--- config.mk ---
export PLATFORM = sky130hd
export DESIGN_NAME = kmeans_assign_accumulate_flat
export DESIGN_NICKNAME = d
export VERILOG_FILES = /design/src/design/kaa_pkg.sv /design/src/design/kaa_stream_if.sv /design/src/design/kaa_ram.sv /design/src/design/kaa_ctrl.sv /design/src/design/kaa_datapath.sv /design/src/design/kmeans_assign_accumulate.sv /design/src/flat_wrapper.sv
export SDC_FILE = /design/constraint.sdc
export NUM_CORES = 1
export LEC_CHECK = 0
export CORE_MARGIN = 3
export CORE_UTILIZATION = 50
export DETAILED_ROUTE_END_ITERATION = 7
export DONT_BUFFER_PORTS = 1
export GPL_TIMING_DRIVEN = 0
export PLACE_DENSITY = 0.76
export SLEW_MARGIN = 20
export SYNTH_ARGS = -nofsm -noshare
export SYNTH_HDL_FRONTEND = slang
export SYNTH_SLANG_ARGS = --single-unit
--- constraint.sdc ---
create_clock -name clk -period 1.9 [get_ports clk]
set_input_delay 0.285 -clock clk [delete_from_list [all_inputs] [get_ports clk]]
set_output_delay 0.285 -clock clk [all_outputs]
set_load 0.02 [all_outputs]
--- src/design/kaa_pkg.sv ---
package kaa_pkg;

  localparam int COORD_W = 16;
  localparam int DIFF_W  = COORD_W + 1;
  localparam int DIST_W  = 34;
  localparam int SUM_W   = 48;
  localparam int COUNT_W = 32;
  localparam int CFG_W   = 4;
  localparam int CI_W    = 3;
  localparam int DI_W    = 2;

  localparam logic [CFG_W-1:0]   CFG_CLUSTERS_RESET = 4'd8;
  localparam logic [DIST_W-1:0]  DIST_MAX  = '1;
  localparam logic [COUNT_W-1:0] COUNT_MAX = '1;
  localparam logic [SUM_W-1:0]   SUM_MAX   = {1'b0, {(SUM_W-1){1'b1}}};
  localparam logic [SUM_W-1:0]   SUM_MIN   = {1'b1, {(SUM_W-1){1'b0}}};

  typedef enum logic [1:0] {
    KIND_LOAD  = 2'd0,
    KIND_POINT = 2'd1,
    KIND_READ  = 2'd2,
    KIND_CLEAR = 2'd3
  } item_kind_t;

  typedef enum logic {
    RES_ASSIGN   = 1'b0,
    RES_READBACK = 1'b1
  } result_kind_t;

  typedef struct packed {
    logic [1:0]                kind;
    logic [CI_W-1:0]           cluster_index;
    logic [DI_W-1:0]           dim_index;
    logic signed [COORD_W-1:0] coord_value;
    logic                      last_coord;
  } in_item_t;

  typedef struct packed {
    logic                      result_kind;
    logic [CI_W-1:0]           assigned_cluster;
    logic [DIST_W-1:0]         min_dist_sq;
    logic signed [SUM_W-1:0]   coord_sum;
    logic [COUNT_W-1:0]        member_count;
  } out_item_t;

  typedef enum logic [2:0] {
    S_IDLE  = 3'd0,
    S_DIST  = 3'd1,
    S_DRAIN = 3'd2,
    S_ACC   = 3'd3,
    S_OUT   = 3'd4,
    S_READ  = 3'd5
  } ctrl_state_t;

  typedef struct packed {
    logic take_item;
    logic dist_start;
    logic acc_start;
    logic issue;
    logic out_load_point;
    logic out_load_read;
  } ctrl_cmd_t;

  typedef struct packed {
    logic item_point_last;
    logic item_read;
    logic issue_done;
    logic pipe_busy;
  } ctrl_stat_t;

endpackage

--- src/design/kaa_stream_if.sv ---
interface kaa_stream_if #(
  parameter type data_t = logic
) ();
  logic  valid;
  logic  ready;
  data_t data;

  modport source (output valid, output data, input ready);
  modport sink (input valid, input data, output ready);
endinterface

--- src/design/kaa_ram.sv ---
module kaa_ram #(
  parameter int WIDTH  = 16,
  parameter int DEPTH  = 32,
  parameter int ADDR_W = (DEPTH > 1) ? $clog2(DEPTH) : 1
) (
  input  logic              clk,
  input  logic              wr_en,
  input  logic [ADDR_W-1:0] wr_addr,
  input  logic [WIDTH-1:0]  wr_data,
  input  logic              rd_en,
  input  logic [ADDR_W-1:0] rd_addr,
  output logic [WIDTH-1:0]  rd_data
);
  logic [WIDTH-1:0] mem_r [DEPTH];
  logic [WIDTH-1:0] rd_data_r;

  always_ff @(posedge clk) begin
    if (wr_en) begin
      mem_r[wr_addr] <= wr_data;
    end
    if (rd_en) begin
      rd_data_r <= mem_r[rd_addr];
    end
  end

  assign rd_data = rd_data_r;
endmodule

--- src/design/kaa_ctrl.sv ---
module kaa_ctrl (
  input  logic                clk,
  input  logic                rst_n,
  input  logic                in_valid,
  output logic                in_ready,
  output logic                out_valid,
  input  logic                out_ready,
  input  kaa_pkg::ctrl_stat_t stat,
  output kaa_pkg::ctrl_cmd_t  cmd
);
  import kaa_pkg::*;

  ctrl_state_t state_r, state_nxt;
  logic        out_valid_r, out_valid_nxt;
  logic        out_free;

  // The result register can take a new result when it is empty or being drained now.
  assign out_free = !out_valid_r || out_ready;

  always_comb begin
    state_nxt = state_r;
    case (state_r)
      S_IDLE: begin
        if (in_valid) begin
          if (stat.item_read) begin
            state_nxt = S_READ;
          end else if (stat.item_point_last) begin
            state_nxt = S_DIST;
          end
        end
      end
      S_DIST: begin
        if (stat.issue_done) begin
          state_nxt = S_DRAIN;
        end
      end
      S_DRAIN: begin
        if (!stat.pipe_busy) begin
          state_nxt = S_ACC;
        end
      end
      S_ACC: begin
        if (stat.issue_done) begin
          state_nxt = S_OUT;
        end
      end
      S_OUT, S_READ: begin
        if (out_free) begin
          state_nxt = S_IDLE;
        end
      end
      default: state_nxt = S_IDLE;
    endcase
  end

  always_comb begin
    cmd      = '0;
    in_ready = 1'b0;
    case (state_r)
      S_IDLE: begin
        in_ready       = 1'b1;
        cmd.take_item  = in_valid;
        cmd.dist_start = in_valid && stat.item_point_last;
      end
      S_DIST:  cmd.issue = 1'b1;
      S_DRAIN: cmd.acc_start = !stat.pipe_busy;
      S_ACC:   cmd.issue = 1'b1;
      S_OUT:   cmd.out_load_point = out_free;
      S_READ:  cmd.out_load_read = out_free;
      default: cmd = '0;
    endcase
  end

  always_comb begin
    out_valid_nxt = out_valid_r;
    if (cmd.out_load_point || cmd.out_load_read) begin
      out_valid_nxt = 1'b1;
    end else if (out_ready) begin
      out_valid_nxt = 1'b0;
    end
  end

  always_ff @(posedge clk) begin
    if (!rst_n) begin
      state_r     <= S_IDLE;
      out_valid_r <= 1'b0;
    end else begin
      state_r     <= state_nxt;
      out_valid_r <= out_valid_nxt;
    end
  end

  assign out_valid = out_valid_r;

  a_no_overwrite: assert property (@(posedge clk) disable iff (!rst_n)
    (cmd.out_load_point || cmd.out_load_read) |-> (!out_valid_r || out_ready))
    else $error("result register loaded while a result is still pending");

  a_point_starts_search: assert property (@(posedge clk) disable iff (!rst_n)
    (in_valid && in_ready && stat.item_point_last) |=> (state_r == S_DIST))
    else $error("last point coordinate did not start the distance search");

  a_result_source: assert property (@(posedge clk) disable iff (!rst_n)
    $rose(out_valid_r) |-> ($past(state_r) == S_OUT || $past(state_r) == S_READ))
    else $error("result appeared outside an output state");
endmodule

--- src/design/kaa_datapath.sv ---
module kaa_datapath #(
  parameter int NUM_CLUSTERS = 8,
  parameter int NUM_DIMS     = 4
) (
  input  logic                      clk,
  input  logic                      rst_n,
  input  kaa_pkg::in_item_t         item,
  input  logic                      cfg_wr_en,
  input  logic [kaa_pkg::CFG_W-1:0] cfg_wr_data,
  input  kaa_pkg::ctrl_cmd_t        cmd,
  output kaa_pkg::ctrl_stat_t       stat,
  output kaa_pkg::out_item_t        result
);
  import kaa_pkg::*;

  localparam int CW     = (NUM_CLUSTERS > 1) ? $clog2(NUM_CLUSTERS) : 1;
  localparam int DW     = (NUM_DIMS > 1) ? $clog2(NUM_DIMS) : 1;
  localparam int SDEPTH = NUM_CLUSTERS * NUM_DIMS;
  localparam int AW     = (SDEPTH > 1) ? $clog2(SDEPTH) : 1;
  localparam logic [DW-1:0] DIM_LAST = DW'(NUM_DIMS - 1);

  // Item decode
  logic          kind_load, kind_point, kind_read, kind_clear;
  logic          ci_ok, di_ok;
  logic [AW-1:0] item_addr;

  // Configuration and active cluster range
  logic [CFG_W-1:0] cfg_clusters_r;
  logic [CW-1:0]    lastc;

  // Point buffer and per-cluster valid flags
  logic [COORD_W-1:0]      pb_r [NUM_DIMS];
  logic [NUM_CLUSTERS-1:0] clus_vld_r;

  // Issue counters
  logic          mode_acc_r;
  logic [DW-1:0] dim_r;
  logic [CW-1:0] clus_r;
  logic [AW-1:0] addr_r;
  logic [AW-1:0] acc_base;

  // Stage 1: memory data returns
  logic          v1_r, acc1_r, first1_r, last1_r;
  logic [DW-1:0] dim1_r;
  logic [CW-1:0] clus1_r;
  logic [AW-1:0] addr1_r;

  // Stage 2: accumulate and compare
  logic              v2_r, first2_r, last2_r;
  logic [CW-1:0]     clus2_r;
  logic [DIST_W-1:0] prod_r;
  logic [DIST_W-1:0] dacc_r;
  logic [DIST_W-1:0] best_dist_r;
  logic [CW-1:0]     best_r;

  // Readback capture
  logic [CI_W-1:0] rd_ci_r;
  logic            rd_sum_ok_r, rd_cnt_ok_r;

  out_item_t result_r;

  // Memory ports
  logic               cent_we, cent_re;
  logic [COORD_W-1:0] cent_rdata;
  logic               sum_we, sum_re;
  logic [AW-1:0]      sum_raddr;
  logic [SUM_W-1:0]   sum_rdata, sum_wdata;
  logic               cnt_we, cnt_re;
  logic [CW-1:0]      cnt_raddr;
  logic [COUNT_W-1:0] cnt_rdata, cnt_wdata;
  logic               acc_issue;

  // Arithmetic
  logic signed [COORD_W-1:0] pt_sel, cent_val;
  logic signed [DIFF_W-1:0]  diff;
  logic signed [DIST_W-1:0]  sq;
  logic [DIST_W:0]           dsum;
  logic [DIST_W-1:0]         dtot;
  logic signed [SUM_W-1:0]   old_sum;
  logic signed [SUM_W:0]     sum_wide;
  logic [COUNT_W-1:0]        old_cnt;

  assign kind_load  = (item.kind == KIND_LOAD);
  assign kind_point = (item.kind == KIND_POINT);
  assign kind_read  = (item.kind == KIND_READ);
  assign kind_clear = (item.kind == KIND_CLEAR);
  assign ci_ok      = int'(item.cluster_index) < NUM_CLUSTERS;
  assign di_ok      = int'(item.dim_index) < NUM_DIMS;
  assign item_addr  = AW'(int'(item.cluster_index) * NUM_DIMS + int'(item.dim_index));

  // A zero setting acts as one cluster; a setting above the table size is clamped.
  always_comb begin
    int n_eff;
    n_eff = int'(cfg_clusters_r);
    if (n_eff == 0) begin
      n_eff = 1;
    end else if (n_eff > NUM_CLUSTERS) begin
      n_eff = NUM_CLUSTERS;
    end
    lastc = CW'(n_eff - 1);
  end

  always_ff @(posedge clk) begin
    if (!rst_n) begin
      cfg_clusters_r <= CFG_CLUSTERS_RESET;
    end else if (cfg_wr_en) begin
      cfg_clusters_r <= cfg_wr_data;
    end
  end

  always_ff @(posedge clk) begin
    if (cmd.take_item && kind_point && di_ok) begin
      pb_r[DW'(item.dim_index)] <= item.coord_value;
    end
  end

  assign stat.item_point_last = kind_point && item.last_coord;
  assign stat.item_read       = kind_read;
  assign stat.issue_done      = (dim_r == DIM_LAST) && (mode_acc_r || clus_r == lastc);
  assign stat.pipe_busy       = v1_r || v2_r;

  assign acc_base = AW'(int'(best_r) * NUM_DIMS);

  always_ff @(posedge clk) begin
    if (!rst_n) begin
      mode_acc_r <= 1'b0;
    end else if (cmd.dist_start) begin
      mode_acc_r <= 1'b0;
    end else if (cmd.acc_start) begin
      mode_acc_r <= 1'b1;
    end
  end

  always_ff @(posedge clk) begin
    if (cmd.dist_start) begin
      dim_r  <= '0;
      clus_r <= '0;
      addr_r <= '0;
    end else if (cmd.acc_start) begin
      dim_r  <= '0;
      addr_r <= acc_base;
    end else if (cmd.issue) begin
      addr_r <= addr_r + AW'(1);
      if (dim_r == DIM_LAST) begin
        dim_r  <= '0;
        clus_r <= clus_r + CW'(1);
      end else begin
        dim_r <= dim_r + DW'(1);
      end
    end
  end

  always_ff @(posedge clk) begin
    if (!rst_n) begin
      v1_r <= 1'b0;
      v2_r <= 1'b0;
    end else begin
      v1_r <= cmd.issue;
      v2_r <= v1_r && !acc1_r;
    end
  end

  always_ff @(posedge clk) begin
    acc1_r   <= mode_acc_r;
    first1_r <= (dim_r == '0);
    last1_r  <= (dim_r == DIM_LAST);
    dim1_r   <= dim_r;
    clus1_r  <= clus_r;
    addr1_r  <= addr_r;
    first2_r <= first1_r;
    last2_r  <= last1_r;
    clus2_r  <= clus1_r;
    prod_r   <= sq;
  end

  // One shared squarer serves every centroid coordinate in turn.
  assign pt_sel   = pb_r[dim1_r];
  assign cent_val = cent_rdata;
  assign diff     = DIFF_W'(cent_val) - DIFF_W'(pt_sel);
  assign sq       = diff * diff;

  assign dsum = {1'b0, dacc_r} + {1'b0, prod_r};
  assign dtot = first2_r ? prod_r : (dsum[DIST_W] ? DIST_MAX : dsum[DIST_W-1:0]);

  always_ff @(posedge clk) begin
    if (v2_r) begin
      dacc_r <= dtot;
      if (last2_r && (clus2_r == '0 || dtot < best_dist_r)) begin
        best_dist_r <= dtot;
        best_r      <= clus2_r;
      end
    end
  end

  // Sums and counts of a cluster whose row flag is clear read as zero.
  assign old_sum  = clus_vld_r[best_r] ? sum_rdata : '0;
  assign sum_wide = (SUM_W+1)'(old_sum) + (SUM_W+1)'(pt_sel);
  always_comb begin
    if (sum_wide[SUM_W] != sum_wide[SUM_W-1]) begin
      sum_wdata = sum_wide[SUM_W] ? SUM_MIN : SUM_MAX;
    end else begin
      sum_wdata = sum_wide[SUM_W-1:0];
    end
  end

  assign old_cnt   = clus_vld_r[best_r] ? cnt_rdata : '0;
  assign cnt_wdata = (old_cnt == COUNT_MAX) ? old_cnt : old_cnt + COUNT_W'(1);

  always_ff @(posedge clk) begin
    if (!rst_n) begin
      clus_vld_r <= '0;
    end else if (cmd.take_item && kind_clear) begin
      clus_vld_r <= '0;
    end else if (v1_r && acc1_r && last1_r) begin
      clus_vld_r[best_r] <= 1'b1;
    end
  end

  assign acc_issue = cmd.issue && mode_acc_r;

  assign cent_we   = cmd.take_item && kind_load && ci_ok && di_ok;
  assign cent_re   = cmd.issue && !mode_acc_r;
  assign sum_re    = (cmd.take_item && kind_read) || acc_issue;
  assign sum_raddr = acc_issue ? addr_r : item_addr;
  assign sum_we    = v1_r && acc1_r;
  assign cnt_re    = (cmd.take_item && kind_read) || (acc_issue && dim_r == '0);
  assign cnt_raddr = acc_issue ? best_r : CW'(item.cluster_index);
  assign cnt_we    = v1_r && acc1_r && first1_r;

  kaa_ram #(.WIDTH(COORD_W), .DEPTH(SDEPTH)) u_cent_ram (
    .clk     (clk),
    .wr_en   (cent_we),
    .wr_addr (item_addr),
    .wr_data (item.coord_value),
    .rd_en   (cent_re),
    .rd_addr (addr_r),
    .rd_data (cent_rdata)
  );

  kaa_ram #(.WIDTH(SUM_W), .DEPTH(SDEPTH)) u_sum_ram (
    .clk     (clk),
    .wr_en   (sum_we),
    .wr_addr (addr1_r),
    .wr_data (sum_wdata),
    .rd_en   (sum_re),
    .rd_addr (sum_raddr),
    .rd_data (sum_rdata)
  );

  kaa_ram #(.WIDTH(COUNT_W), .DEPTH(NUM_CLUSTERS)) u_cnt_ram (
    .clk     (clk),
    .wr_en   (cnt_we),
    .wr_addr (best_r),
    .wr_data (cnt_wdata),
    .rd_en   (cnt_re),
    .rd_addr (cnt_raddr),
    .rd_data (cnt_rdata)
  );

  always_ff @(posedge clk) begin
    if (cmd.take_item && kind_read) begin
      rd_ci_r     <= item.cluster_index;
      rd_cnt_ok_r <= ci_ok && clus_vld_r[CW'(item.cluster_index)];
      rd_sum_ok_r <= ci_ok && di_ok && clus_vld_r[CW'(item.cluster_index)];
    end
  end

  always_ff @(posedge clk) begin
    if (cmd.out_load_point) begin
      result_r.result_kind      <= RES_ASSIGN;
      result_r.assigned_cluster <= CI_W'(best_r);
      result_r.min_dist_sq      <= best_dist_r;
      result_r.coord_sum        <= '0;
      result_r.member_count     <= '0;
    end else if (cmd.out_load_read) begin
      result_r.result_kind      <= RES_READBACK;
      result_r.assigned_cluster <= rd_ci_r;
      result_r.min_dist_sq      <= '0;
      result_r.coord_sum        <= rd_sum_ok_r ? sum_rdata : '0;
      result_r.member_count     <= rd_cnt_ok_r ? cnt_rdata : '0;
    end
  end

  assign result = result_r;

  a_stage2_dist_only: assert property (@(posedge clk) disable iff (!rst_n)
    v2_r |-> !mode_acc_r)
    else $error("distance stage active during accumulation");

  a_best_in_range: assert property (@(posedge clk) disable iff (!rst_n)
    cmd.acc_start |-> (best_r <= lastc))
    else $error("nearest cluster lies beyond the active range");

  a_acc_row_base: assert property (@(posedge clk) disable iff (!rst_n)
    (v1_r && acc1_r && first1_r) |-> (addr1_r == acc_base))
    else $error("accumulation started away from the row of the nearest cluster");
endmodule

--- src/design/kmeans_assign_accumulate.sv ---
// Loads, clears and point coordinates other than the last are taken in the idle state and start no search.
// A readback result is read from the sum and count memories, then loaded into the result register once it is free.
// A last point coordinate starts a search over the active clusters: one shared squarer steps
// once per centroid coordinate, then one sum memory port updates the row of the nearest cluster.
// One item is in work at a time; the result register holds while the next item is taken.
// Synchronous active-low reset clears control and accumulators (as zero) and sets the cluster count to 8.
module kmeans_assign_accumulate #(
  parameter int NUM_CLUSTERS = 8,
  parameter int NUM_DIMS     = 4
) (
  input  logic                      clk,
  input  logic                      rst_n,
  kaa_stream_if.sink                in_chan,
  kaa_stream_if.source              out_chan,
  input  logic                      cfg_wr_en,
  input  logic [kaa_pkg::CFG_W-1:0] cfg_wr_data
);
  import kaa_pkg::*;

  ctrl_cmd_t  cmd;
  ctrl_stat_t stat;
  out_item_t  result;
  logic       in_ready;
  logic       out_valid;

  kaa_ctrl u_ctrl (
    .clk       (clk),
    .rst_n     (rst_n),
    .in_valid  (in_chan.valid),
    .in_ready  (in_ready),
    .out_valid (out_valid),
    .out_ready (out_chan.ready),
    .stat      (stat),
    .cmd       (cmd)
  );

  kaa_datapath #(
    .NUM_CLUSTERS (NUM_CLUSTERS),
    .NUM_DIMS     (NUM_DIMS)
  ) u_datapath (
    .clk         (clk),
    .rst_n       (rst_n),
    .item        (in_chan.data),
    .cfg_wr_en   (cfg_wr_en),
    .cfg_wr_data (cfg_wr_data),
    .cmd         (cmd),
    .stat        (stat),
    .result      (result)
  );

  assign in_chan.ready  = in_ready;
  assign out_chan.valid = out_valid;
  assign out_chan.data  = result;
endmodule
--- src/flat_wrapper.sv ---
// flat-port wrapper written by rule: the top's interface ports become plain ports
module kmeans_assign_accumulate_flat import kaa_pkg::*;
#(
  parameter int NUM_CLUSTERS = 8,
  parameter int NUM_DIMS     = 4
)
  (clk, rst_n, cfg_wr_en, cfg_wr_data, in_chan_valid, in_chan_data, in_chan_ready, out_chan_valid, out_chan_data, out_chan_ready);
  kaa_stream_if in_chan_i ();
  kaa_stream_if out_chan_i ();
  input  logic clk;
  input  logic rst_n;
  input  logic cfg_wr_en;
  input  logic [kaa_pkg::CFG_W-1:0] cfg_wr_data;
  input wire logic [$bits(in_chan_i.valid)-1:0] in_chan_valid;
  input wire logic [$bits(in_chan_i.data)-1:0] in_chan_data;
  output wire logic [$bits(in_chan_i.ready)-1:0] in_chan_ready;
  output wire logic [$bits(out_chan_i.valid)-1:0] out_chan_valid;
  output wire logic [$bits(out_chan_i.data)-1:0] out_chan_data;
  input wire logic [$bits(out_chan_i.ready)-1:0] out_chan_ready;
  assign in_chan_i.valid = in_chan_valid;
  assign in_chan_i.data = in_chan_data;
  assign in_chan_ready = in_chan_i.ready;
  assign out_chan_valid = out_chan_i.valid;
  assign out_chan_data = out_chan_i.data;
  assign out_chan_i.ready = out_chan_ready;
  kmeans_assign_accumulate #(.NUM_CLUSTERS(NUM_CLUSTERS), .NUM_DIMS(NUM_DIMS)) u_core (.clk(clk), .rst_n(rst_n), .in_chan(in_chan_i), .out_chan(out_chan_i), .cfg_wr_en(cfg_wr_en), .cfg_wr_data(cfg_wr_data));
endmodule
==> metrics.md, run 1 <==
| Metric | Value |
|---|---|
| Hold Slack | around 45 ps |
| PwrDens | a little under 900 mW/mm^2 |
| Slowest CP cell | dfxtp_2 |
| Placed cells | 93 |
| Post-DP HPWL | 931.4 microns |
| Element type at the critical path start | register |
| Layout cells sized above 1 | 0.1205 |
| DRT antenna net count | 0 |
| Met2 routed WL | approximately 560 microns |
| Warnings, synthesis | 0 |
| Syn-to-layout area delta | 9.776% |
| Count leader, synth | dfxtp_1 |
| Place WS | -119.9 ps |
| Die area | 0.002072 sq mm |
| Vias in the first global route | between 500 and 600 |
| Via count | 543 |
| Wire per inst | approximately 13 microns |
| Global route overflow | 0 |
| Max VDD drop | 0.0004918 V |
| Met1 WL | a little under 600 microns |
| Pins Over Slew Limit | 0 |
| Final instance area | 857.1 sq um |
| Critical path endpoint category | register |
| Max-slew headroom | 0.5827 |
| Synth top cells by count | dfxtp_1, nor2_1, mux2i_1 |
| Post-synth EDFFs | 3 |
| Initial cell density of the core | 0.5647 |
| # setup viols final | 1 |
| Core box area | approximately 0.0014 sq mm |
| Root buf cell | clkbuf_4 |
| Gate Count Post-Synth | 78 |
| Drt pass-1 iters | 4 |
| Clock transition at the registers of the reported paths | 90 ps |
| Synth top area cells | dfxtp_1, edfxtp_1, mux2i_1 |
| Largest net degree at the start of global routing | 11 |
| Netlist cell types | 32 |
| Fraction of registers with async set/reset | 0 |
| Final WL | 1267 microns |
| Status | finished with violations |
| Yosys reg bits | 17 |
| Deepest clock path buffer count | 2 |
| Critical path fanouts, max | 3 |
| Worst slew pin tran | 621.1 ps |
| Largest area contributor in the synthesized netlist | dfxtp_1 |
| CP required | 2060 ps |
| RSZ-0062 raised after global routing | true |
| CP max stage delay | 330 ps |
| Crit path DAT | 2090 ps |
| Sequential cell area fraction in the yosys report | 0.4744 |
| Failing checks | negative setup slack |
| Avg Inst Size Synth | 10.01 sq um |
| Critical-path cell list | o21ba_1 > or2_4 > ha_4 > xnor2_2 > xnor2_1 > a211oi_2 > mux2i_1 > o311ai_1 |
| CTS Buf Count | 3 |
| Hold Vio Cnt, Final | 0 |
| Syn Nets | 91 |
| Final period utilization | 1.013 |
| MaxCap Viol Count | 0 |
| P_leak | about 0.33 nW |
| Crit path kind | register to register |
| Initial DRC count | 8 |
| Antenna diodes | 0 |
| Cell row count | 13 |
| Nets | just under 100 |
| Multi-input logic area | ~400 sq um |
| Initial antenna violation count | 0 |
| Register area | 371.6 sq um |
| Fmax | about 0.52 GHz |
| # IOs | 13 |
| Drt drc | 0 |
| Worst hold path type | input pin to register |
| Clk_lat worst skew | 290 ps |
| Routability Congestion | about 0.77 |
| Highest metal used | met4 |
| Synth top area share | 0.3590 |
| Clk_skew | 6.220 ps |
| Post-Layout Cell Count | around 100 |
| WL met3 | 57 microns |
| Final WS setup | -25.21 ps |
| Hold_buf cts | 0 |
| Period minus WS final | 1925 ps |
| Placed standard-cell area | 799.5 sq um |
| Total GRT Usage | 0.1471 |
| First-pass GRT wire length | 2125 microns |
| Clock sinks | 17 |
| CTS H-tree lvls | 1 |
| Top FF cell, synth | dfxtp_1 |
| Mapped Area | between 700 and 800 sq um |
| DIE HEIGHT | around 46 microns |
| Drt via density | 5.541 |
| FILL cells | 126 |
| Setup Total Neg Slack | -25.21 ps |
| Port Buffers | 0 |
| CTS tree | yes |
| Die Wd | 45.52 microns |
flip-flops by register name (all words and copies together) (netlist names):
name                              flops
u_core.u_datapath.cfg_clusters_r      4
u_core.u_datapath.v1_r                1
u_core.u_ctrl.out_valid               1
u_core.u_datapath.mode_acc_r          1
u_core.u_ctrl.state_r                 3
u_core.u_datapath.v2_r                1
u_core.u_datapath.dim_r               2
u_core.u_datapath.clus_r              3
u_core.u_datapath.acc1_r              1
per-stage QoR:
| stage | util | power, mW |
|---|---|---|
| floorplan | - | 0.5365 |
| global placement | 0.5783 | 0.5536 |
| CTS | 0.6199 | 0.7560 |
| finish | 0.6199 | 0.7515 |
| detailed placement | 0.5783 | 0.5609 |
| global route | 0.6199 | 0.7882 |
kinds of logic (layout without fill, tap and decap cells):
logic type	count (synthesis)	after routing	synth area share
and+or+nand+nor	27	27	0.1843
DFF	17	17	0.4744
AOI/OAI and AO/OA	11	11	0.1106
buffers and inverters	8	13	0.04327
muxes	7	7	0.08975
xor gates and xnor gates	4	4	0.04488
adders and majority gates	3	3	0.04808
other	1	1	0.004803
placed cells by master, fill, tap and decap left out, types with 2 or more instances in the layout:
cell type / synthesis / final
buf_4: 1 / 2
nor4b_1: 2 / 2
inv_1: 4 / 4
clkbuf_4: 0 / 3
dfxtp_1: 14 / 13
nor3_1: 3 / 3
o21ai_0: 2 / 2
clkbuf_1: 3 / 4
ha_1: 3 / 2
mux2i_1: 7 / 7
edfxtp_1: 3 / 3
nand2_1: 2 / 2
nand2b_1: 3 / 3
nor2_1: 10 / 10
xnor2_1: 3 / 2
final timing paths:
path	startpoint	to	slack, ps	cells past startpoint
min	rst_n	u_core.u_datapath.cfg_clusters_r[3]$_SDFFE_PN1P_	50	1
min reg2reg	u_core.u_datapath.acc1_r$_DFF_P_	u_core.u_datapath.v2_r$_SDFF_PN0_	400	1
max reg2reg	u_core.u_datapath.cfg_clusters_r[2]$_SDFFE_PN0P_	u_core.u_ctrl.state_r[1]$_SDFFE_PN0P_	-30	8
max	u_core.u_datapath.cfg_clusters_r[2]$_SDFFE_PN0P_	u_core.u_ctrl.state_r[1]$_SDFFE_PN0P_	-30	8
layout make-up:
| cell class | instances | share of cell area |
|---|---|---|
| Sequential cell | 17 | 0.4336 |
| Clock buffer | 4 | 0.03066 |
| Tap cell | 15 | 0.02190 |
| Buffer | 4 | 0.02190 |
| Timing Repair Buffer | 1 | 0.008759 |
| Inverter | 4 | 0.01752 |
| Multi-Input combinational cell | 53 | 0.4657 |
worst max-delay path, delay by kind of cell, from the launching register on:
kind                     cells  cell delay (ps)
AO/OA/AOI/OAI                3              550
XOR/XNOR                     2              270
adder cells (fa/ha/maj)      1              160
flip-flops                   1              330
multiplexers                 1              250
AND/OR/NAND/NOR              1              240
power by group:
part	total [mW]	switching [mW]	internal, mW
combinational	0.129	0.0668	0.0621
clock	0.192	0.110	0.0818
sequential	0.431	0.0289	0.402
total	0.752	0.206	0.546
repair_timing:
action,in CTS,in global routing
setup buffers,1,0
pin swaps,3,1
gates resized for setup,6,0
setup endpoints to repair,3,3
per-layer routing:
metal	vias up	track usage
met2	17	0.2368
li1	280	-
met1	239	0.1601
met3	7	0.02372
met5	-	0
met4	0	0.1404
Note: power is estimated with default switching activity, not from simulation.
==> run 2: changes to the inputs <==
CTS_BUF_LIST = sky130_fd_sc_hd__clkbuf_16   (was not set)
==> run 2 against run 1 <==
Net effect: the run now ends clean; final cell count did not move; largest cell class unchanged; hold slack improved by 55 ps; non-clock buffer count unchanged; largest power group unchanged; critical path type unchanged; combinational power up 3%; critical endpoint is now u_core.u_ctrl.state_r[0]$_SDFFE_PN0P_; clock power up 110%; register-to-register slack better by 40 ps; sequential share of layout area down 2.8 points; die area unchanged; sequential power is essentially flat; clock-buffer cell count fell by 1; global-route usage up 1.7 points.
==> metrics.md, run 2 (synthesized netlist as in run 1, its figures left out) <==
| Metric | Value |
|---|---|
| Status | finished clean (was finished with violations) |
| Die area | 0.002072 sq mm (unchanged) |
| PwrDens | 1063 mW/mm^2 (was 876.8 mW/mm^2) |
| R2R depth | 8 (unchanged) |
| FF-to-FF Start | u_core.u_datapath.cfg_clusters_r[2]$_SDFFE_PN0P_ (unchanged) |
| Worst slew pin tran | 620.1 ps (was 621.1 ps) |
| # IOs | 13 (unchanged) |
| Via count | 543 (unchanged) |
| Nets | 97 (unchanged) |
| # setup viols final | 0 (was 1) |
| Fmax | 0.5300 GHz (was 0.5194 GHz) |
| Core box area | 0.001383 sq mm (unchanged) |
| Clk_skew | 1.486 ps (was 6.220 ps) |
| Clock transition at the registers of the reported paths | 50 ps (was 90 ps) |
| Top flop regs | u_core.u_datapath.cfg_clusters_r (4), u_core.u_ctrl.state_r (3), u_core.u_datapath.clus_r (3) (unchanged) |
| Highest metal used | met4 (unchanged) |
| Slowest CP cell | dfxtp_2 (unchanged) |
| DIE HEIGHT | 45.52 microns (unchanged) |
| Hold_buf cts | 0 (unchanged) |
| Drt via density | 5.541 (unchanged) |
| CTS tree | yes (unchanged) |
| Register area | 371.6 sq um (unchanged) |
| Cell row count | 13 (unchanged) |
| Final WL | 1347 microns (was 1267 microns) |
| CTS Buf Count | 3 (unchanged) |
| Initial cell density of the core | 0.5647 (unchanged) |
| Hold Path End | u_core.u_datapath.cfg_clusters_r[3]$_SDFFE_PN1P_ (unchanged) |
| Multi-input logic area | 405.4 sq um (was 399.1 sq um) |
| Deepest clock path buffer count | 2 (unchanged) |
| Reg2reg end | u_core.u_ctrl.state_r[0]$_SDFFE_PN0P_ (was u_core.u_ctrl.state_r[1]$_SDFFE_PN0P_) |
| Routability Congestion | 0.7725 (unchanged) |
| Biggest register | u_core.u_datapath.cfg_clusters_r (unchanged) |
| Worst hold path startpoint | rst_n (unchanged) |
| Crit path kind | register to register (unchanged) |
| MaxCap Viol Count | 0 (unchanged) |
| Post-DP HPWL | 931.4 microns (unchanged) |
| Root buf cell | clkbuf_16 (was clkbuf_4) |
| Place WS | -119.9 ps (unchanged) |
| WL met3 | 54 microns (was 57 microns) |
| Initial antenna violation count | 0 (unchanged) |
| Crit path DAT | 2020 ps (was 2090 ps) |
| Element type at the critical path start | register (unchanged) |
| Final period utilization | 0.9930 (was 1.013) |
| Final Core Density | 0.6624 (was 0.6199) |
| Max VDD drop | 0.0006355 V (was 0.0004918 V) |
| Clock sinks | 17 (unchanged) |
| Largest net degree at the start of global routing | 11 (unchanged) |
| Met2 routed WL | 658 microns (was 563 microns) |
| WP buf/inv | 0 (unchanged) |
| Syn-to-layout area delta | 17.31% (was 9.776%) |
| FILL cells | 113 (was 126) |
| Drt pass-1 iters | 4 (unchanged) |
| Vias in the first global route | 553 (was 531) |
| Critical path fanouts, max | 3 (unchanged) |
| Pins Over Slew Limit | 0 (unchanged) |
| Max FFs per register | 4 (unchanged) |
| Port Buffers | 0 (unchanged) |
| CP max stage delay | 320 ps (was 330 ps) |
| Worst Hold Depth | 1 (unchanged) |
| Layout cells sized above 1 | 0.1325 (was 0.1205) |
| Max-slew headroom | 0.5834 (was 0.5827) |
| Met1 WL | 576 microns (was 586 microns) |
| Die Wd | 45.52 microns (unchanged) |
| RSZ-0062 raised after global routing | true (unchanged) |
| Initial DRC count | 5 (was 8) |
| Wire per inst | 13.74 microns (was 12.93 microns) |
| Commonest non-fill, non-tap cell in the layout | dfxtp_1 (unchanged) |
| Total GRT Usage | 0.1642 (was 0.1471) |
| DRT antenna net count | 0 (unchanged) |
| Critical path endpoint category | register (unchanged) |
| Global route overflow | 0 (unchanged) |
| CP required | 2030 ps (was 2060 ps) |
| Total power | 973.3 uW (was 751.5 uW) |
| First-pass GRT wire length | 2311 microns (was 2125 microns) |
| Final WS setup | 13.30 ps (was -25.21 ps) |
| Drt drc | 0 (unchanged) |
| CP top delay family | compound AO/OA/AOI/OAI gates (unchanged) |
| Antenna diodes | 0 (unchanged) |
| FF-to-FF setup slack | 10 ps (was -30 ps) |
| Worst hold path type | input pin to register (unchanged) |
| Hold Vio Cnt, Final | 0 (unchanged) |
| Clk_lat worst skew | 250 ps (was 290 ps) |
| CTS H-tree lvls | 1 (unchanged) |
| Period minus WS final | 1887 ps (was 1925 ps) |
| Critical-path cell list | o21ba_4 > or2_4 > ha_4 > xnor2_2 > xnor2_1 > a211oi_2 > o21ai_1 > o31a_1 (was o21ba_1 > or2_4 > ha_4 > xnor2_2 > xnor2_1 > a211oi_2 > mux2i_1 > o311ai_1) |
| Most frequent cells in the layout | dfxtp_1, nor2_1, mux2i_1 (unchanged) |
| P_leak | 0.3568 nW (was 0.3316 nW) |
==> run 2: final cells by class <==
| type | count | share of cell area |
|---|---|---|
| multi-input cells | 53 | 0.4426 |
| flip-flops and latches | 17 | 0.4057 |
| clock buffers | 3 | 0.08197 |
| plain buffers | 4 | 0.02049 |
| well taps | 15 | 0.02049 |
| inverters | 4 | 0.01639 |
| repair buffers | 1 | 0.008197 |
| clock inverters | 1 | 0.004098 |
==> run 2: power by group <==
part           internal (mW)  total [mW]  switching, mW
clock                  0.279       0.407          0.129
sequential             0.403       0.433         0.0296
combinational         0.0643       0.133         0.0685
total                  0.747       0.973          0.227
==> run 2: stage by stage <==
stage	hold slack (ps)	std cells	cell area (sq um)	TNS [ps]
4_1_cts	95.60	98	915.9	-89.67
2_1_floorplan	346.9	78	780.7	0
3_3_place_gp	348.0	93	799.5	-132.6
5_1_grt	94.05	98	915.9	-163.5
3_5_place_dp	350.4	93	799.5	-202.4
6_report	99.80	98	915.9	0
==> run 2: layer usage <==
metal | GRT usage | vias up
li1 | - | 281
met1 | 0.1675 | 242
met2 | 0.2786 | 13
met3 | 0.03557 | 7
met4 | 0.1404 | 0
met5 | 0 | -
==> run 2: repair_timing <==
action | in CTS | in global routing
pin swaps | 4 | 1
gates resized for setup | 7 | 0
endpoints found under the hold margin | 0 | 0
cloned | 0 | 0
endpoints found under the setup margin | 3 | 3
buffers inserted | 1 | 0
==> run 2: worst max path at each step <==
stage | from | endpoint | slack, ps | cells after the start
6_report | u_core.u_datapath.cfg_clusters_r[2]$_SDFFE_PN0P_ | u_core.u_ctrl.state_r[0]$_SDFFE_PN0P_ | 10 | 8
5_1_grt | u_core.u_datapath.cfg_clusters_r[2]$_SDFFE_PN0P_ | u_core.u_ctrl.state_r[0]$_SDFFE_PN0P_ | -80 | 8
4_1_cts | u_core.u_datapath.cfg_clusters_r[2]$_SDFFE_PN0P_ | u_core.u_ctrl.state_r[1]$_SDFFE_PN0P_ | -50 | 8
3_5_place_dp | u_core.u_datapath.cfg_clusters_r[2]$_SDFFE_PN0P_ | u_core.u_ctrl.state_r[1]$_SDFFE_PN0P_ | -120 | 8
3_3_place_gp | u_core.u_datapath.cfg_clusters_r[2]$_SDFFE_PN0P_ | u_core.u_ctrl.state_r[0]$_SDFFE_PN0P_ | -70 | 8
2_1_floorplan | u_core.u_datapath.cfg_clusters_r[2]$_SDFFE_PN0P_ | u_core.u_ctrl.state_r[1]$_SDFFE_PN0P_ | 50 | 7
==> run 3: changes to the inputs <==
CORE_UTILIZATION = 53   (was 50)
PLACE_DENSITY = 0.79   (was 0.76)
==> run 3 against run 2 <==
Net effect: sequential share of layout area increased by 0.62 points; sequential cell count unchanged; critical path depth unchanged; clock-buffer cell count unchanged; hold slack improved by 0.63 ps; fmax decreased by 0.37%; critical endpoint unchanged.
==> metrics.md, run 3 (synthesized netlist as in run 1, its figures left out) <==
| Metric | Value |
|---|---|
| RSZ-0062 raised after global routing | true (unchanged) |
| Vias in the first global route | 544 (was 553) |
| Hold Path End | u_core.u_datapath.cfg_clusters_r[3]$_SDFFE_PN1P_ (unchanged) |
| Initial antenna violation count | 0 (unchanged) |
| Most frequent cells in the layout | dfxtp_1, nor2_1, mux2i_1 (unchanged) |
| # setup viols final | 0 (unchanged) |
| DIE HEIGHT | 44.38 microns (was 45.52 microns) |
| CP top delay family | compound AO/OA/AOI/OAI gates (unchanged) |
| Biggest register | u_core.u_datapath.cfg_clusters_r (unchanged) |
| Hold Slack | 100.4 ps (was 99.80 ps) |
| Via count | 542 (was 543) |
| Die area | 0.001970 sq mm (was 0.002072 sq mm) |
| Final WL | 1268 microns (was 1347 microns) |
| Hold Vio Cnt, Final | 0 (unchanged) |
| Slowest CP cell | dfxtp_2 (unchanged) |
| Clk_lat worst skew | 240 ps (was 250 ps) |
| Period minus WS final | 1894 ps (was 1887 ps) |
| Initial DRC count | 6 (was 5) |
| Critical path endpoint category | register (unchanged) |
| Clock sinks | 17 (unchanged) |
| Worst Hold Depth | 1 (unchanged) |
| Layout cells sized above 1 | 0.1098 (was 0.1325) |
| FILL cells | 102 (was 113) |
| Largest net degree at the start of global routing | 11 (unchanged) |
| Wire per inst | 13.07 microns (was 13.74 microns) |
| CP max stage delay | 320 ps (about the same) |
| P_leak | 0.3537 nW (was 0.3568 nW) |
| CP required | 2030 ps (about the same) |
| Initial cell density of the core | 0.5854 (was 0.5647) |
| PwrDens | 1070 mW/mm^2 (was 1063 mW/mm^2) |
| Die Wd | 44.38 microns (was 45.52 microns) |
| Worst hold path type | input pin to register (unchanged) |
| Global route overflow | 0 (unchanged) |
| # IOs | 13 (unchanged) |
| Pins Over Slew Limit | 0 (unchanged) |
| Total GRT Usage | 0.1554 (was 0.1642) |
| Crit path kind | register to register (unchanged) |
| Drt drc | 0 (unchanged) |
| Place WS | -91.93 ps (was -119.9 ps) |
| Final instance area | 902.1 sq um (was 915.9 sq um) |
| Drt pass-1 iters | 3 (was 4) |
| CTS H-tree lvls | 1 (unchanged) |
| Clock transition at the registers of the reported paths | 50 ps (about the same) |
| Max VDD drop | 0.0007509 V (was 0.0006355 V) |
| Max FFs per register | 4 (unchanged) |
| Cell row count | 13 (unchanged) |
| Status | finished clean (unchanged) |
| Crit path DAT | 2020 ps (about the same) |
| Fmax | 0.5281 GHz (was 0.5300 GHz) |
| CTS tree | yes (unchanged) |
| FF-to-FF setup slack | 6 ps (was 10 ps) |
| Top flop regs | u_core.u_datapath.cfg_clusters_r (4), u_core.u_ctrl.state_r (3), u_core.u_datapath.clus_r (3) (unchanged) |
| First-pass GRT wire length | 2159 microns (was 2311 microns) |
| Worst slew pin tran | 635.6 ps (was 620.1 ps) |
| DRT antenna net count | 0 (unchanged) |
| Antenna diodes | 0 (unchanged) |
| FF-to-FF Start | u_core.u_datapath.cfg_clusters_r[1]$_SDFFE_PN0P_ (was u_core.u_datapath.cfg_clusters_r[2]$_SDFFE_PN0P_) |
| Commonest non-fill, non-tap cell in the layout | dfxtp_1 (unchanged) |
| Port Buffers | 0 (unchanged) |
| Worst hold path startpoint | rst_n (unchanged) |
| Routability Congestion | 0.7990 (was 0.7725) |
| Nets | 96 (was 97) |
| Deepest clock path buffer count | 2 (unchanged) |
| R2R depth | 8 (unchanged) |
| Reg2reg end | u_core.u_ctrl.state_r[0]$_SDFFE_PN0P_ (unchanged) |
| Multi-input logic area | 399.1 sq um (was 405.4 sq um) |
| Clk_skew | 1.253 ps (was 1.486 ps) |
| MaxCap Viol Count | 0 (unchanged) |
| Placed standard-cell area | 799.5 sq um (unchanged) |
| Element type at the critical path start | register (unchanged) |
| Critical path fanouts, max | 3 (unchanged) |
| Register area | 371.6 sq um (unchanged) |
| Drt via density | 5.588 (was 5.541) |
| Core box area | 0.001334 sq mm (was 0.001383 sq mm) |
| Total power | 965.3 uW (was 973.3 uW) |
| Final WS setup | 6.322 ps (was 13.30 ps) |
| Final period utilization | 0.9967 (was 0.9930) |
| Post-DP HPWL | 908.1 microns (was 931.4 microns) |
| CTS Buf Count | 3 (unchanged) |
| WP buf/inv | 0 (unchanged) |
| Critical-path cell list | o21ba_1 > or2_4 > ha_4 > xnor2_2 > xnor2_1 > a211oi_2 > o21ai_1 > o31a_1 (was o21ba_4 > or2_4 > ha_4 > xnor2_2 > xnor2_1 > a211oi_2 > o21ai_1 > o31a_1) |
| Hold_buf cts | 0 (unchanged) |
| Final Core Density | 0.6764 (was 0.6624) |
| Max-slew headroom | 0.5730 (was 0.5834) |
| Root buf cell | clkbuf_16 (unchanged) |
| Syn-to-layout area delta | 15.54% (was 17.31%) |
[run 3: metal layers]
| layer | global-route usage | vias to the layer above | part of all wire |
|---|---|---|---|
| met5 | 0 | - | 0 |
| met4 | 0.1084 | 0 | 0.0079 |
| met3 | 0.04878 | 2 | 0.046 |
| met2 | 0.2529 | 10 | 0.50 |
| met1 | 0.1705 | 248 | 0.44 |
| li1 | - | 282 | - |
[run 3: per-stage QoR]
step / std cells / setup TNS [ps]
floorplan: 78 / 0
detailed placement: 93 / -172.9
CTS: 97 / -105.9
global route: 97 / -118.1
finish: 97 / 0
global placement: 93 / -122.4
[run 3: cell type report]
class / count / share of cell area
multi-input cells: 53 / 0.4424
clock buffers: 3 / 0.08322
flip-flops and latches: 17 / 0.4119
plain buffers: 4 / 0.02080
well taps: 15 / 0.02080
clock inverters: 1 / 0.004161
inverters: 4 / 0.01664
[run 3: power by group]
part           total [mW]  switching, mW  internal (mW)
Clock               0.403          0.125          0.278
Sequential          0.432         0.0287          0.403
Combinational       0.130         0.0683         0.0615
Total               0.965          0.222          0.743
[run 3: worst reg2reg max path: cells and delay by family (launching register included)]
| kind | cells | cell delay [ps] |
|---|---|---|
| AO/OA/AOI/OAI | 4 | 790 |
| AND/OR/NAND/NOR | 1 | 240 |
| adder cells (fa/ha/maj) | 1 | 160 |
| XOR/XNOR | 2 | 270 |
| flip-flops | 1 | 320 |
[run 3: how the worst max path moves through the flow]
| stage | slack (ps) | endpoint | startpoint | cells past startpoint |
|---|---|---|---|---|
| floorplan | 50 | u_core.u_ctrl.state_r[1]$_SDFFE_PN0P_ | u_core.u_datapath.cfg_clusters_r[2]$_SDFFE_PN0P_ | 7 |
| global placement | -70 | u_core.u_ctrl.state_r[0]$_SDFFE_PN0P_ | u_core.u_datapath.cfg_clusters_r[2]$_SDFFE_PN0P_ | 8 |
| detailed placement | -90 | u_core.u_ctrl.state_r[1]$_SDFFE_PN0P_ | u_core.u_datapath.cfg_clusters_r[2]$_SDFFE_PN0P_ | 8 |
| CTS | -70 | u_core.u_ctrl.state_r[0]$_SDFFE_PN0P_ | u_core.u_datapath.cfg_clusters_r[1]$_SDFFE_PN0P_ | 8 |
| global route | -70 | u_core.u_ctrl.state_r[0]$_SDFFE_PN0P_ | u_core.u_datapath.cfg_clusters_r[1]$_SDFFE_PN0P_ | 8 |
| finish | 6 | u_core.u_ctrl.state_r[0]$_SDFFE_PN0P_ | u_core.u_datapath.cfg_clusters_r[1]$_SDFFE_PN0P_ | 8 |
[run 3: timing repair]
item                                    CTS  global route
pin swaps                                 5             2
buffers inserted                          0             0
gates resized for setup                   6             0
endpoints found under the setup margin    2             3
